===== src/rtl/rtnh_pkg.sv =====
// Shared types, constants and helpers of the ray/triangle nearest-hit block.
package rtnh_pkg;

   localparam int COMP_W    = 21;
   localparam int VEC_W     = 63;
   localparam int TILE_W    = 12;
   localparam int MAX_TILES = 4096;
   localparam int MX_W      = 25;
   localparam int MY_W      = 32;
   localparam int PROD_W    = 57;
   localparam int DIV_W     = 64;

   typedef enum logic [3:0] {
      S_IDLE  = 4'b0001,
      S_ISSUE = 4'b0010,
      S_WAIT  = 4'b0100,
      S_FIN   = 4'b1000
   } state_type;

   localparam logic [4:0] ST_NUM0  = 5'd0;
   localparam logic [4:0] ST_NUM1  = 5'd1;
   localparam logic [4:0] ST_NUM2  = 5'd2;
   localparam logic [4:0] ST_DEN0  = 5'd3;
   localparam logic [4:0] ST_DEN1  = 5'd4;
   localparam logic [4:0] ST_DEN2  = 5'd5;
   localparam logic [4:0] ST_TQ    = 5'd6;
   localparam logic [4:0] ST_P0    = 5'd7;
   localparam logic [4:0] ST_P1    = 5'd8;
   localparam logic [4:0] ST_P2    = 5'd9;
   localparam logic [4:0] ST_BC0   = 5'd10;
   localparam logic [4:0] ST_BC1   = 5'd11;
   localparam logic [4:0] ST_QC0   = 5'd12;
   localparam logic [4:0] ST_QC1   = 5'd13;
   localparam logic [4:0] ST_QB0   = 5'd14;
   localparam logic [4:0] ST_QB1   = 5'd15;
   localparam logic [4:0] ST_UQ    = 5'd16;
   localparam logic [4:0] ST_VQ    = 5'd17;
   localparam logic [4:0] ST_DP0   = 5'd18;
   localparam logic [4:0] ST_DP1   = 5'd19;
   localparam logic [4:0] ST_DP2   = 5'd20;
   localparam logic [4:0] ST_DEPTH = 5'd21;

   localparam logic [1:0] REG_ORIGIN    = 2'd0;
   localparam logic [1:0] REG_DIRECTION = 2'd1;
   localparam logic [1:0] REG_FORWARD   = 2'd2;

   function automatic logic signed [COMP_W-1:0] comp(input logic [VEC_W-1:0] w,
                                                     input logic [1:0] k);
      logic signed [COMP_W-1:0] r;
      unique case (k)
         2'd0:    r = w[20:0];
         2'd1:    r = w[41:21];
         default: r = w[62:42];
      endcase
      return r;
   endfunction

endpackage


===== src/rtl/ray_triangle_nearest_hit.sv =====
// Top level: nearest visible triangle hit along a configured ray.
//
//  channel | direction | handshake         | payload
//  req     | in        | req_valid/ready   | vertices, normal, visible, tile, last
//  rsp     | out       | rsp_valid/ready   | hit, done, found, nearest tile
//  csr     | in        | psel/penable/...  | origin, direction, forward (8-byte slots)
//
// One item at a time. An invisible tile goes straight to finish. A full hit takes
// 18 passes of the bit-serial multiplier and 4 passes of the bit-serial divider.
// A miss on the plane or projected test ends early.
// Synchronous reset clears configuration, running best and handshake state.
// The result sits in an output register; a stalled rsp holds the next item at finish.
module ray_triangle_nearest_hit
   import rtnh_pkg::*;
#(
   parameter int FRAC_BITS = 10
)
(
   input  logic              clock,
   input  logic              reset,
   input  logic              req_valid,
   output logic              req_ready,
   input  logic [VEC_W-1:0]  req_vertex_a,
   input  logic [VEC_W-1:0]  req_vertex_b,
   input  logic [VEC_W-1:0]  req_vertex_c,
   input  logic [VEC_W-1:0]  req_face_normal,
   input  logic              req_is_visible,
   input  logic [TILE_W-1:0] req_tile_id,
   input  logic              req_last_tile,
   output logic              rsp_valid,
   input  logic              rsp_ready,
   output logic              rsp_tile_hit,
   output logic              rsp_scan_done,
   output logic              rsp_any_found,
   output logic [TILE_W-1:0] rsp_nearest_tile,
   input  logic              psel,
   input  logic              penable,
   input  logic              pwrite,
   input  logic [4:0]        paddr,
   input  logic [63:0]       pwdata,
   output logic [63:0]       prdata,
   output logic              pready
);

   localparam logic signed [DIV_W-1:0] ONE_Q     = 64'sd1 <<< FRAC_BITS;
   localparam logic signed [DIV_W-1:0] DEPTH_DIV = 64'sd3 <<< FRAC_BITS;

   state_type state_ff, state_in;
   logic [4:0] step_ff, step_in;

   logic [VEC_W-1:0] origin_ff, origin_in, dir_ff, dir_in, fwd_ff, fwd_in;
   logic [VEC_W-1:0] va_ff, vb_ff, vc_ff, vn_ff;
   logic [TILE_W-1:0] tile_ff;
   logic last_ff;

   logic signed [DIV_W-1:0]  acc_ff, acc_in, num_ff, num_in, bc_ff, bc_in;
   logic signed [DIV_W-1:0]  qc_ff, qc_in, uq_ff, uq_in;
   logic signed [MY_W-1:0]   tq_ff, tq_in;
   logic signed [MX_W-1:0]   p_ff [3];
   logic signed [MX_W-1:0]   p_in [3];
   logic hit_ff, hit_in;
   logic signed [COMP_W-1:0] depth_ff, depth_in;

   logic signed [COMP_W-1:0] best_depth_ff, best_depth_in;
   logic [TILE_W-1:0]        best_index_ff, best_index_in;
   logic                     have_best_ff, have_best_in;

   logic rsp_valid_ff, rsp_valid_in, rsp_hit_ff, rsp_hit_in, rsp_done_ff, rsp_done_in;
   logic rsp_found_ff, rsp_found_in;
   logic [TILE_W-1:0] rsp_tile_ff, rsp_tile_in;

   logic signed [COMP_W-1:0] ca [3], cb [3], cc [3], cn [3], co [3], cd [3], cf [3];
   logic signed [COMP_W:0]   op [3];
   logic signed [COMP_W+1:0] sum3 [3];
   logic [COMP_W-1:0]        an [3];
   logic [1:0] ax, i0, i1, lane;
   logic signed [COMP_W:0] pb0, pb1, pc0, pc1;
   logic signed [MX_W-1:0] q0, q1;

   logic signed [MX_W-1:0]   mx;
   logic signed [MY_W-1:0]   my;
   logic signed [DIV_W-1:0]  dvd, dvs;
   logic is_div, first_op, sub_op;
   logic mul_start, mul_done, div_start, div_done, div_rem_nz, unit_done;
   logic signed [PROD_W-1:0] prod;
   logic signed [DIV_W-1:0]  quo, prod64, acc_sum;

   logic signed [PROD_W-1:0] ptr;
   logic signed [PROD_W:0]   psum;
   logic signed [MX_W-1:0]   pclamp;
   logic signed [MY_W-1:0]   tq_calc;
   logic signed [DIV_W-1:0]  dq;
   logic signed [COMP_W-1:0] depth_calc;
   logic miss_plane, in_tri, visible, qual, cfg_wr;

   always_comb begin
      for (int k = 0; k < 3; k++) begin
         ca[k]   = comp(va_ff, 2'(k));
         cb[k]   = comp(vb_ff, 2'(k));
         cc[k]   = comp(vc_ff, 2'(k));
         cn[k]   = comp(vn_ff, 2'(k));
         co[k]   = comp(origin_ff, 2'(k));
         cd[k]   = comp(dir_ff, 2'(k));
         cf[k]   = comp(fwd_ff, 2'(k));
         op[k]   = (COMP_W+1)'(co[k]) - (COMP_W+1)'(ca[k]);
         sum3[k] = (COMP_W+2)'(ca[k]) + (COMP_W+2)'(cb[k]) + (COMP_W+2)'(cc[k]);
         an[k]   = cn[k][COMP_W-1] ? COMP_W'(-cn[k]) : COMP_W'(cn[k]);
      end
      ax = 2'd0;
      if (an[1] > an[0]) ax = 2'd1;
      if (an[2] > an[ax]) ax = 2'd2;
      i0 = (ax == 2'd0) ? 2'd1 : 2'd0;
      i1 = (ax == 2'd2) ? 2'd1 : 2'd2;
   end

   assign pb0 = (COMP_W+1)'(cb[i0]) - (COMP_W+1)'(ca[i0]);
   assign pb1 = (COMP_W+1)'(cb[i1]) - (COMP_W+1)'(ca[i1]);
   assign pc0 = (COMP_W+1)'(cc[i0]) - (COMP_W+1)'(ca[i0]);
   assign pc1 = (COMP_W+1)'(cc[i1]) - (COMP_W+1)'(ca[i1]);
   assign q0  = p_ff[i0];
   assign q1  = p_ff[i1];

   always_comb begin
      mx = '0;
      my = '0;
      dvd = '0;
      dvs = '0;
      is_div = 1'b0;
      first_op = 1'b0;
      sub_op = 1'b0;
      unique case (step_ff)
         ST_NUM0, ST_DEN0, ST_P0, ST_DP0: lane = 2'd0;
         ST_NUM1, ST_DEN1, ST_P1, ST_DP1: lane = 2'd1;
         ST_NUM2, ST_DEN2, ST_P2, ST_DP2: lane = 2'd2;
         default:                         lane = 2'd0;
      endcase
      unique case (step_ff)
         ST_NUM0, ST_NUM1, ST_NUM2: begin
            mx = MX_W'(cn[lane]);
            my = MY_W'(op[lane]);
            first_op = (step_ff == ST_NUM0);
         end
         ST_DEN0, ST_DEN1, ST_DEN2: begin
            mx = MX_W'(cn[lane]);
            my = MY_W'(cd[lane]);
            first_op = (step_ff == ST_DEN0);
            sub_op = 1'b1;
         end
         ST_TQ: begin
            is_div = 1'b1;
            dvd = num_ff <<< FRAC_BITS;
            dvs = acc_ff;
         end
         ST_P0, ST_P1, ST_P2: begin
            mx = MX_W'(cd[lane]);
            my = tq_ff;
            first_op = 1'b1;
         end
         ST_BC0: begin
            mx = MX_W'(pb0);
            my = MY_W'(pc1);
            first_op = 1'b1;
         end
         ST_BC1: begin
            mx = MX_W'(pb1);
            my = MY_W'(pc0);
            sub_op = 1'b1;
         end
         ST_QC0: begin
            mx = q0;
            my = MY_W'(pc1);
            first_op = 1'b1;
         end
         ST_QC1: begin
            mx = q1;
            my = MY_W'(pc0);
            sub_op = 1'b1;
         end
         ST_QB0: begin
            mx = q0;
            my = MY_W'(pb1);
            first_op = 1'b1;
         end
         ST_QB1: begin
            mx = q1;
            my = MY_W'(pb0);
            sub_op = 1'b1;
         end
         ST_UQ: begin
            is_div = 1'b1;
            dvd = qc_ff <<< FRAC_BITS;
            dvs = bc_ff;
         end
         ST_VQ: begin
            is_div = 1'b1;
            dvd = acc_ff <<< FRAC_BITS;
            dvs = -bc_ff;
         end
         ST_DP0, ST_DP1, ST_DP2: begin
            mx = MX_W'(sum3[lane]);
            my = MY_W'(cf[lane]);
            first_op = (step_ff == ST_DP0);
         end
         ST_DEPTH: begin
            is_div = 1'b1;
            dvd = acc_ff;
            dvs = DEPTH_DIV;
         end
         default: begin
         end
      endcase
   end

   assign mul_start = (state_ff == S_ISSUE) && !is_div;
   assign div_start = (state_ff == S_ISSUE) && is_div;
   assign unit_done = is_div ? div_done : mul_done;

   rtnh_mul u_mul (
      .clock (clock),
      .reset (reset),
      .start (mul_start),
      .x     (mx),
      .y     (my),
      .done  (mul_done),
      .prod  (prod)
   );

   rtnh_div u_div (
      .clock  (clock),
      .reset  (reset),
      .start  (div_start),
      .dvd    (dvd),
      .dvs    (dvs),
      .done   (div_done),
      .quo    (quo),
      .rem_nz (div_rem_nz)
   );

   assign prod64  = DIV_W'(prod);
   assign acc_sum = (first_op ? '0 : acc_ff) + (sub_op ? -prod64 : prod64);

   assign miss_plane = (acc_sum == '0) || (num_ff == '0) ||
                       (num_ff[DIV_W-1] != acc_sum[DIV_W-1]);

   assign ptr = (prod >>> FRAC_BITS) +
                ((prod[PROD_W-1] && (prod[FRAC_BITS-1:0] != '0)) ? 57'sd1 : 57'sd0);
   assign psum = (PROD_W+1)'(op[lane]) + (PROD_W+1)'(ptr);
   assign pclamp = (psum > 58'sd8388608)  ? 25'sd8388608 :
                   (psum < -58'sd8388608) ? -25'sd8388608 : MX_W'(psum);

   assign tq_calc = (quo > 64'sd2147483647) ? 32'sd2147483647 : MY_W'(quo);

   assign in_tri = !uq_ff[DIV_W-1] && !quo[DIV_W-1] && ((uq_ff + quo) <= ONE_Q);

   assign dq = quo - ((div_rem_nz && acc_ff[DIV_W-1]) ? 64'sd1 : 64'sd0);
   assign depth_calc = (dq > 64'sd1048575)  ? 21'sd1048575 :
                       (dq < -64'sd1048576) ? -21'sd1048576 : COMP_W'(dq);

   assign visible = req_is_visible && ((TILE_W+5)'(req_tile_id) < (TILE_W+5)'(MAX_TILES));
   assign qual    = hit_ff && (depth_ff < best_depth_ff);
   assign cfg_wr  = psel && penable && pwrite && pready;

   always_comb begin
      state_in = state_ff;
      step_in = step_ff;
      origin_in = origin_ff;
      dir_in = dir_ff;
      fwd_in = fwd_ff;
      acc_in = acc_ff;
      num_in = num_ff;
      bc_in = bc_ff;
      qc_in = qc_ff;
      uq_in = uq_ff;
      tq_in = tq_ff;
      p_in = p_ff;
      hit_in = hit_ff;
      depth_in = depth_ff;
      best_depth_in = best_depth_ff;
      best_index_in = best_index_ff;
      have_best_in = have_best_ff;
      rsp_valid_in = rsp_valid_ff && !rsp_ready;
      rsp_hit_in = rsp_hit_ff;
      rsp_done_in = rsp_done_ff;
      rsp_found_in = rsp_found_ff;
      rsp_tile_in = rsp_tile_ff;

      if (cfg_wr) begin
         unique case (paddr[4:3])
            REG_ORIGIN:    origin_in = pwdata[VEC_W-1:0];
            REG_DIRECTION: dir_in = pwdata[VEC_W-1:0];
            REG_FORWARD:   fwd_in = pwdata[VEC_W-1:0];
            default: begin
            end
         endcase
      end

      unique case (state_ff)
         S_IDLE: begin
            if (req_valid) begin
               hit_in = 1'b0;
               step_in = ST_NUM0;
               state_in = visible ? S_ISSUE : S_FIN;
            end
         end
         S_ISSUE: state_in = S_WAIT;
         S_WAIT: begin
            if (unit_done) begin
               step_in = step_ff + 5'd1;
               state_in = S_ISSUE;
               if (!is_div) acc_in = acc_sum;
               unique case (step_ff)
                  ST_NUM2: num_in = acc_sum;
                  ST_DEN2: if (miss_plane) state_in = S_FIN;
                  ST_TQ:   tq_in = tq_calc;
                  ST_P0, ST_P1, ST_P2: p_in[lane] = pclamp;
                  ST_BC1: begin
                     bc_in = acc_sum;
                     if (acc_sum == '0) state_in = S_FIN;
                  end
                  ST_QC1:  qc_in = acc_sum;
                  ST_UQ:   uq_in = quo;
                  ST_VQ:   if (!in_tri) state_in = S_FIN;
                  ST_DEPTH: begin
                     depth_in = depth_calc;
                     hit_in = 1'b1;
                     state_in = S_FIN;
                  end
                  default: begin
                  end
               endcase
            end
         end
         S_FIN: begin
            if (!rsp_valid_ff || rsp_ready) begin
               rsp_valid_in = 1'b1;
               rsp_hit_in = hit_ff;
               rsp_done_in = last_ff;
               rsp_found_in = have_best_ff || qual;
               rsp_tile_in = qual ? tile_ff : (have_best_ff ? best_index_ff : '0);
               if (last_ff) begin
                  best_depth_in = '0;
                  best_index_in = '0;
                  have_best_in = 1'b0;
               end else if (qual) begin
                  best_depth_in = depth_ff;
                  best_index_in = tile_ff;
                  have_best_in = 1'b1;
               end
               state_in = S_IDLE;
            end
         end
         default: state_in = S_IDLE;
      endcase
   end

   always_ff @(posedge clock) begin
      if (reset) begin
         state_ff <= S_IDLE;
         step_ff <= ST_NUM0;
         origin_ff <= '0;
         dir_ff <= '0;
         fwd_ff <= '0;
         best_depth_ff <= '0;
         best_index_ff <= '0;
         have_best_ff <= 1'b0;
         rsp_valid_ff <= 1'b0;
         hit_ff <= 1'b0;
      end else begin
         state_ff <= state_in;
         step_ff <= step_in;
         origin_ff <= origin_in;
         dir_ff <= dir_in;
         fwd_ff <= fwd_in;
         best_depth_ff <= best_depth_in;
         best_index_ff <= best_index_in;
         have_best_ff <= have_best_in;
         rsp_valid_ff <= rsp_valid_in;
         hit_ff <= hit_in;
      end
      if (req_valid && req_ready) begin
         va_ff <= req_vertex_a;
         vb_ff <= req_vertex_b;
         vc_ff <= req_vertex_c;
         vn_ff <= req_face_normal;
         tile_ff <= req_tile_id;
         last_ff <= req_last_tile;
      end
      acc_ff <= acc_in;
      num_ff <= num_in;
      bc_ff <= bc_in;
      qc_ff <= qc_in;
      uq_ff <= uq_in;
      tq_ff <= tq_in;
      p_ff <= p_in;
      depth_ff <= depth_in;
      rsp_hit_ff <= rsp_hit_in;
      rsp_done_ff <= rsp_done_in;
      rsp_found_ff <= rsp_found_in;
      rsp_tile_ff <= rsp_tile_in;
   end

   always_comb begin
      unique case (paddr[4:3])
         REG_ORIGIN:    prdata = {1'b0, origin_ff};
         REG_DIRECTION: prdata = {1'b0, dir_ff};
         REG_FORWARD:   prdata = {1'b0, fwd_ff};
         default:       prdata = '0;
      endcase
   end

   assign pready           = 1'b1;
   assign req_ready        = (state_ff == S_IDLE);
   assign rsp_valid        = rsp_valid_ff;
   assign rsp_tile_hit     = rsp_hit_ff;
   assign rsp_scan_done    = rsp_done_ff;
   assign rsp_any_found    = rsp_found_ff;
   assign rsp_nearest_tile = rsp_tile_ff;

endmodule


===== src/rtl/rtnh_mul.sv =====
// Bit-serial signed shift-add multiplier, one multiplier bit per cycle.
module rtnh_mul
   import rtnh_pkg::*;
(
   input  logic                     clock,
   input  logic                     reset,
   input  logic                     start,
   input  logic signed [MX_W-1:0]   x,
   input  logic signed [MY_W-1:0]   y,
   output logic                     done,
   output logic signed [PROD_W-1:0] prod
);

   localparam int CNT_W = $clog2(MY_W);

   logic                     busy_ff, busy_in;
   logic                     done_ff, done_in;
   logic [CNT_W-1:0]         cnt_ff, cnt_in;
   logic signed [PROD_W-1:0] mcand_ff, mcand_in;
   logic [MY_W-1:0]          mplier_ff, mplier_in;
   logic signed [PROD_W-1:0] prod_ff, prod_in;
   logic                     last_bit;

   assign last_bit = (cnt_ff == CNT_W'(MY_W-1));

   always_comb begin
      busy_in   = busy_ff;
      done_in   = 1'b0;
      cnt_in    = cnt_ff;
      mcand_in  = mcand_ff;
      mplier_in = mplier_ff;
      prod_in   = prod_ff;
      if (start) begin
         busy_in   = 1'b1;
         cnt_in    = '0;
         mcand_in  = PROD_W'(x);
         mplier_in = y;
         prod_in   = '0;
      end else if (busy_ff) begin
         // top multiplier bit carries negative weight
         if (mplier_ff[0]) begin
            prod_in = last_bit ? (prod_ff - mcand_ff) : (prod_ff + mcand_ff);
         end
         mcand_in  = mcand_ff <<< 1;
         mplier_in = mplier_ff >> 1;
         cnt_in    = cnt_ff + CNT_W'(1);
         if (last_bit) begin
            busy_in = 1'b0;
            done_in = 1'b1;
         end
      end
   end

   always_ff @(posedge clock) begin
      if (reset) begin
         busy_ff <= 1'b0;
         done_ff <= 1'b0;
      end else begin
         busy_ff <= busy_in;
         done_ff <= done_in;
      end
      cnt_ff    <= cnt_in;
      mcand_ff  <= mcand_in;
      mplier_ff <= mplier_in;
      prod_ff   <= prod_in;
   end

   assign done = done_ff;
   assign prod = prod_ff;

endmodule


===== src/rtl/rtnh_div.sv =====
// Bit-serial restoring signed divider, truncating quotient, one bit per cycle.
module rtnh_div
   import rtnh_pkg::*;
(
   input  logic                    clock,
   input  logic                    reset,
   input  logic                    start,
   input  logic signed [DIV_W-1:0] dvd,
   input  logic signed [DIV_W-1:0] dvs,
   output logic                    done,
   output logic signed [DIV_W-1:0] quo,
   output logic                    rem_nz
);

   localparam int CNT_W = $clog2(DIV_W);

   logic             busy_ff, busy_in;
   logic             done_ff, done_in;
   logic [CNT_W-1:0] cnt_ff, cnt_in;
   logic [DIV_W:0]   rem_ff, rem_in;
   logic [DIV_W-1:0] q_ff, q_in;
   logic [DIV_W-1:0] d_ff, d_in;
   logic             neg_ff, neg_in;
   logic [DIV_W:0]   shifted, trial;

   assign shifted = {rem_ff[DIV_W-1:0], q_ff[DIV_W-1]};
   assign trial   = shifted - {1'b0, d_ff};

   always_comb begin
      busy_in = busy_ff;
      done_in = 1'b0;
      cnt_in  = cnt_ff;
      rem_in  = rem_ff;
      q_in    = q_ff;
      d_in    = d_ff;
      neg_in  = neg_ff;
      if (start) begin
         busy_in = 1'b1;
         cnt_in  = '0;
         rem_in  = '0;
         q_in    = dvd[DIV_W-1] ? DIV_W'(-dvd) : DIV_W'(dvd);
         d_in    = dvs[DIV_W-1] ? DIV_W'(-dvs) : DIV_W'(dvs);
         neg_in  = dvd[DIV_W-1] ^ dvs[DIV_W-1];
      end else if (busy_ff) begin
         if (!trial[DIV_W]) begin
            rem_in = trial;
            q_in   = {q_ff[DIV_W-2:0], 1'b1};
         end else begin
            rem_in = shifted;
            q_in   = {q_ff[DIV_W-2:0], 1'b0};
         end
         cnt_in = cnt_ff + CNT_W'(1);
         if (cnt_ff == CNT_W'(DIV_W-1)) begin
            busy_in = 1'b0;
            done_in = 1'b1;
         end
      end
   end

   always_ff @(posedge clock) begin
      if (reset) begin
         busy_ff <= 1'b0;
         done_ff <= 1'b0;
      end else begin
         busy_ff <= busy_in;
         done_ff <= done_in;
      end
      cnt_ff <= cnt_in;
      rem_ff <= rem_in;
      q_ff   <= q_in;
      d_ff   <= d_in;
      neg_ff <= neg_in;
   end

   assign done   = done_ff;
   assign quo    = neg_ff ? -$signed(q_ff) : $signed(q_ff);
   assign rem_nz = |rem_ff;

endmodule


===== config.mk =====
export PLATFORM = sky130hd
export DESIGN_NAME = ray_triangle_nearest_hit
export DESIGN_NICKNAME = d
export VERILOG_FILES = /design/src/rtl/rtnh_pkg.sv /design/src/rtl/ray_triangle_nearest_hit.sv /design/src/rtl/rtnh_mul.sv /design/src/rtl/rtnh_div.sv
export SDC_FILE = /design/constraint.sdc
export NUM_CORES = 2
export LEC_CHECK = 0
export BUFFER_PORTS_ARGS = -buffer_cell sky130_fd_sc_hd__buf_2
export CORE_UTILIZATION = 55
export CTS_CLUSTER_DIAMETER = 40
export DETAILED_ROUTE_END_ITERATION = 7
export PLACE_DENSITY = 0.75
export SETUP_SLACK_MARGIN = 0.4
export SLEW_MARGIN = 20
export SYNTH_ARGS = -nofsm -noshare
export SYNTH_HDL_FRONTEND = slang
export SYNTH_SLANG_ARGS = --single-unit

===== constraint.sdc =====
create_clock -name clock -period 10.6 [get_ports clock]
set_input_delay 0.53 -clock clock [delete_from_list [all_inputs] [get_ports clock]]
set_output_delay 0.53 -clock clock [all_outputs]
set_load 0.03 [all_outputs]

==> summary.md <==
| Metric | Value |
|---|---|
| Outcome | `finished, violations left` |
| Failing checks | `DRC` |
| Via count | `89000` |
| Root Buffer | `clkbuf_16` |
| Total Wirelength | `about 360 mm` |
| Critical path's largest stage delay | `0.56 ns` |
| Num CTS Buffers | `201` |
| Initial antenna violation count | `35` |
| Synth Instances | `10500` |
| Total global routing overflow | `0` |
| Clk_skew | `0.0691 ns` |
| First-pass GRT wire length | `523 mm` |
| TritonCTS clock tree | `yes` |
| Area of the core | `172000 µm²` |
| Part of the cycle the worst path needs | `0.940` |
| Synth unique cells | `107` |
| Area delta synth->final | `16.4%` |
| Layout cells sized above 1 | `0.119` |
| Post-synth top area share | `0.295` |
| DRC errors left | `33` |
| GP Congestion | `1.04` |
| Worst setup path endpoint | `u_mul.mplier_ff[20]$_DFFE_PP_` |
| Synth area leader | `edfxtp_1` |
| Seq cells post-synth | `1309` |
| Cell area after placement | `99700 µm²` |
| Final Hold Viols | `0` |
| Area of the mapped netlist | `95400 µm²` |
| Internal power | `around 12 mW` |
| # IOs | `424` |
| Gate power share | `0.327` |
| Chip height | `418 µm` |
| Vias in the first global route | `around 83000` |
| Met2 Wirelength | `154 mm` |
| Tot Pwr | `19.3 mW` |
| F_max | `100 MHz` |
| Antenna-violating nets left | `0` |
| Highest routed layer | `met5` |
| Later-pin clock latency in the skew report | `0.88 ns` |
| Most common cell in the synthesized netlist | `nand2_1` |
| Worst Path Arrival | `~11 ns` |
| Clk slew on worst S/H paths | `0.06 ns` |
| Setup Crit Path Kind | `reg2reg` |
| Final Cell Area | `111000 µm²` |
| Max VDD drop | `between 0.15 and 0.2 mV` |
| Hold WC Path Type | `in2reg` |
| Max-Cap Viols | `0` |
| Pwr Density | `~170 nW/µm²` |
| CP max stage cell | `or4_4` |
| Sw Share | `0.359` |
| Drt wl/cell | `26.3 µm` |
| Worst Tran Pin Value | `1.41 ns` |
| CTS Buffer Depth | `3` |
| Leakage | `43.3 nW` |
| FF+latch area | `35600 µm²` |
| Worst Path Max Fanout | `7` |
| Drt pass-1 iters | `8` |
| Clock Power Share | `0.359` |
| Reg2reg path depth | `40` |
| Fin util | `0.645` |
| Headroom to the max-slew limit | `0.0493` |
| Iter 0 DRT Violations | `around 12000` |
| Reg-to-Reg End | `u_mul.mplier_ff[20]$_DFFE_PP_` |
| Avg Cell Area, Syn | `9.06 µm²` |
| H-tree depth | `4` |
| Clock sink count | `1309` |
| Number of synthesized flops with an enable pin | `936` |
| Metal-1 WL | `around 140 mm` |
| GRT Util Overall | `0.394` |
| Unrepaired setup endpoints after global routing | `false` |
| # setup viols final | `0` |
| Commonest cells post-synth | `nand2_1, edfxtp_1, a21oi_1` |
| Setup WS pre-CTS | `-0.0679 ns` |
| Met3 Routed Length | `approximately 38 mm` |
| Async set-reset flop share out of synthesis | `0` |
| Core Rows | `152` |
| HP Start | `reset` |
| Reg2Reg Setup Slack | `approximately 0.63 ns` |
| Sw Pwr | `6.94 mW` |
| Fillers | `14000` |
| Critical Path Start Type | `flop` |
| Reg2reg start | `vn_ff[22]$_DFFE_PP_` |
| Top cells by area, synth | `edfxtp_1, dfxtp_1, ha_1` |
| Minimum clock period | `approximately 10 ns` |
| Flop pwr share | `0.314` |
| Die Area | `175000 µm²` |
| Worst Path Required | `11.18 ns` |
| CP startpoint | `vn_ff[22]$_DFFE_PP_` |
| Syn_nets | `11500` |
| Max-slew violations | `0` |
| Top FF cell, synth | `edfxtp_1` |
| Initial Util | `0.555` |
| Die width | `418 µm` |
| Via density | `6.53` |
| Crit end category | `flop` |
| Area of the multi-input gates | `57000 µm²` |
| Largest net degree at the start of global routing | `180` |
| Synth warn | `0` |
| Nets | `12100` |
| Port buffer count | `417` |
| Sequential area share after synthesis | `0.373` |
| Final worst slack | `0.631 ns` |
| Final hold slack | `0.163 ns` |
| Hpwl dp | `roughly 270 mm` |
## state kept, by name, indices dropped and copies added, names as in the netlist, 21 cells and up
signal,count
va_ff,63
u_div.rem_ff,65
qc_ff,54
u_mul.mplier_ff,32
acc_ff,64
u_div.q_ff,64
u_mul.mcand_ff,57
bc_ff,64
tq_ff,32
u_div.d_ff,64
p_ff,75
vc_ff,63
uq_ff,64
u_mul.prod,57
best_depth_ff,21
fwd_ff,63
vn_ff,63
depth_ff,21
origin_ff,63
dir_ff,63
vb_ff,63
num_ff,64
## cells in the final DEF (no fill, tap or decap), types with 208 or more instances in the layout
master,netlist,layout
nand2_1,1283,1277
edfxtp_1,936,936
a21oi_1,901,890
o21ai_0,685,669
nor2_1,677,668
ha_1,585,581
xnor2_1,513,511
buf_2,25,420
inv_1,390,387
dfxtp_1,373,369
dlygate4sd3_1,0,329
xor2_1,323,323
mux2i_1,285,282
a21o_1,277,277
nor3_1,217,211
nand3_1,209,208
clkbuf_16,0,208
## per-layer routing
| layer | vias to the layer above | GRT usage |
|---|---|---|
| li1 | 40300 | - |
| met1 | 42400 | 0.517 |
| met2 | 5244 | 0.589 |
| met3 | 1139 | 0.0917 |
| met4 | 22 | 0.241 |
| met5 | - | 0 |
## timing repair
item                                    in CTS  in global routing
endpoints found under the hold margin      454                  0
gates resized for setup                     19                 63
endpoints found under the setup margin      51                 72
hold buffers                               329                  0
pin swaps                                    8                 36
gates cloned                                 0                  6
buffers inserted                             5                 21
## power by group through the flow
stage | clock network, mW | logic (mW) | registers [mW]
finish | 6.94 | 6.32 | 6.07
global route | 7.18 | 6.77 | 6.08
CTS | 6.92 | 5.93 | 6.05
detailed placement | 0 | 5.74 | 6.16
global placement | 0 | 5.65 | 6.16
floorplan | 0 | 4.20 | 6.01
## critical path, delay by kind of cell (launching register included)
family	cells	cell delay (ns)
compound gates	15	3.11
xor+xnor	1	0.14
fa+ha+maj	4	1.01
buf+inv	4	0.61
flops	1	0.45
mux	3	0.87
simple gates	13	3.50
## stage by stage
stage | setup TNS, ns | cells
global route | 0 | 13600
floorplan | 0 | 10500
detailed placement | -0.107 | 12900
global placement | 0 | 12900
CTS | 0 | 13600
finish | 0 | 13600
## cell families after synthesis
group / Yosys count / share of synthesized area
buffers and inverters: 912 / 0.0366
DFF: 1309 / 0.373
AOI/OAI and AO/OA: 2995 / 0.202
adders and majority gates: 664 / 0.0933
muxes: 446 / 0.0489
other: 2 / 0.0000788
and+or+nand+nor: 3360 / 0.168
xor gates and xnor gates: 841 / 0.0777
## cell type report
cell class / count / share of cell area
Tap cell: 2310 / 0.0260
Inverter: 395 / 0.0135
Antenna cell: 21 / 0.000474
Sequential cell: 1309 / 0.321
Multi-Input combinational cell: 8308 / 0.514
Clock inverter: 161 / 0.0174
Timing Repair Buffer: 903 / 0.0611
Clock buffer: 222 / 0.0468
## how the worst min path moves through the flow
stage / endpoint / slack, ns / depth (start not counted)
after floorplan: rsp_tile_hit$_DFFE_PP_ / 0.42 / 0
after global placement: dir_ff[41]$_SDFFE_PP0P_ / 0.45 / 2
after detailed placement: fwd_ff[33]$_SDFFE_PP0P_ / 0.46 / 2
after CTS: fwd_ff[50]$_SDFFE_PP0P_ / 0.14 / 2
after global routing: origin_ff[23]$_SDFFE_PP0P_ / 0.18 / 2
final: dir_ff[42]$_SDFFE_PP0P_ / 0.16 / 2
(Power assumes the default switching activity.)
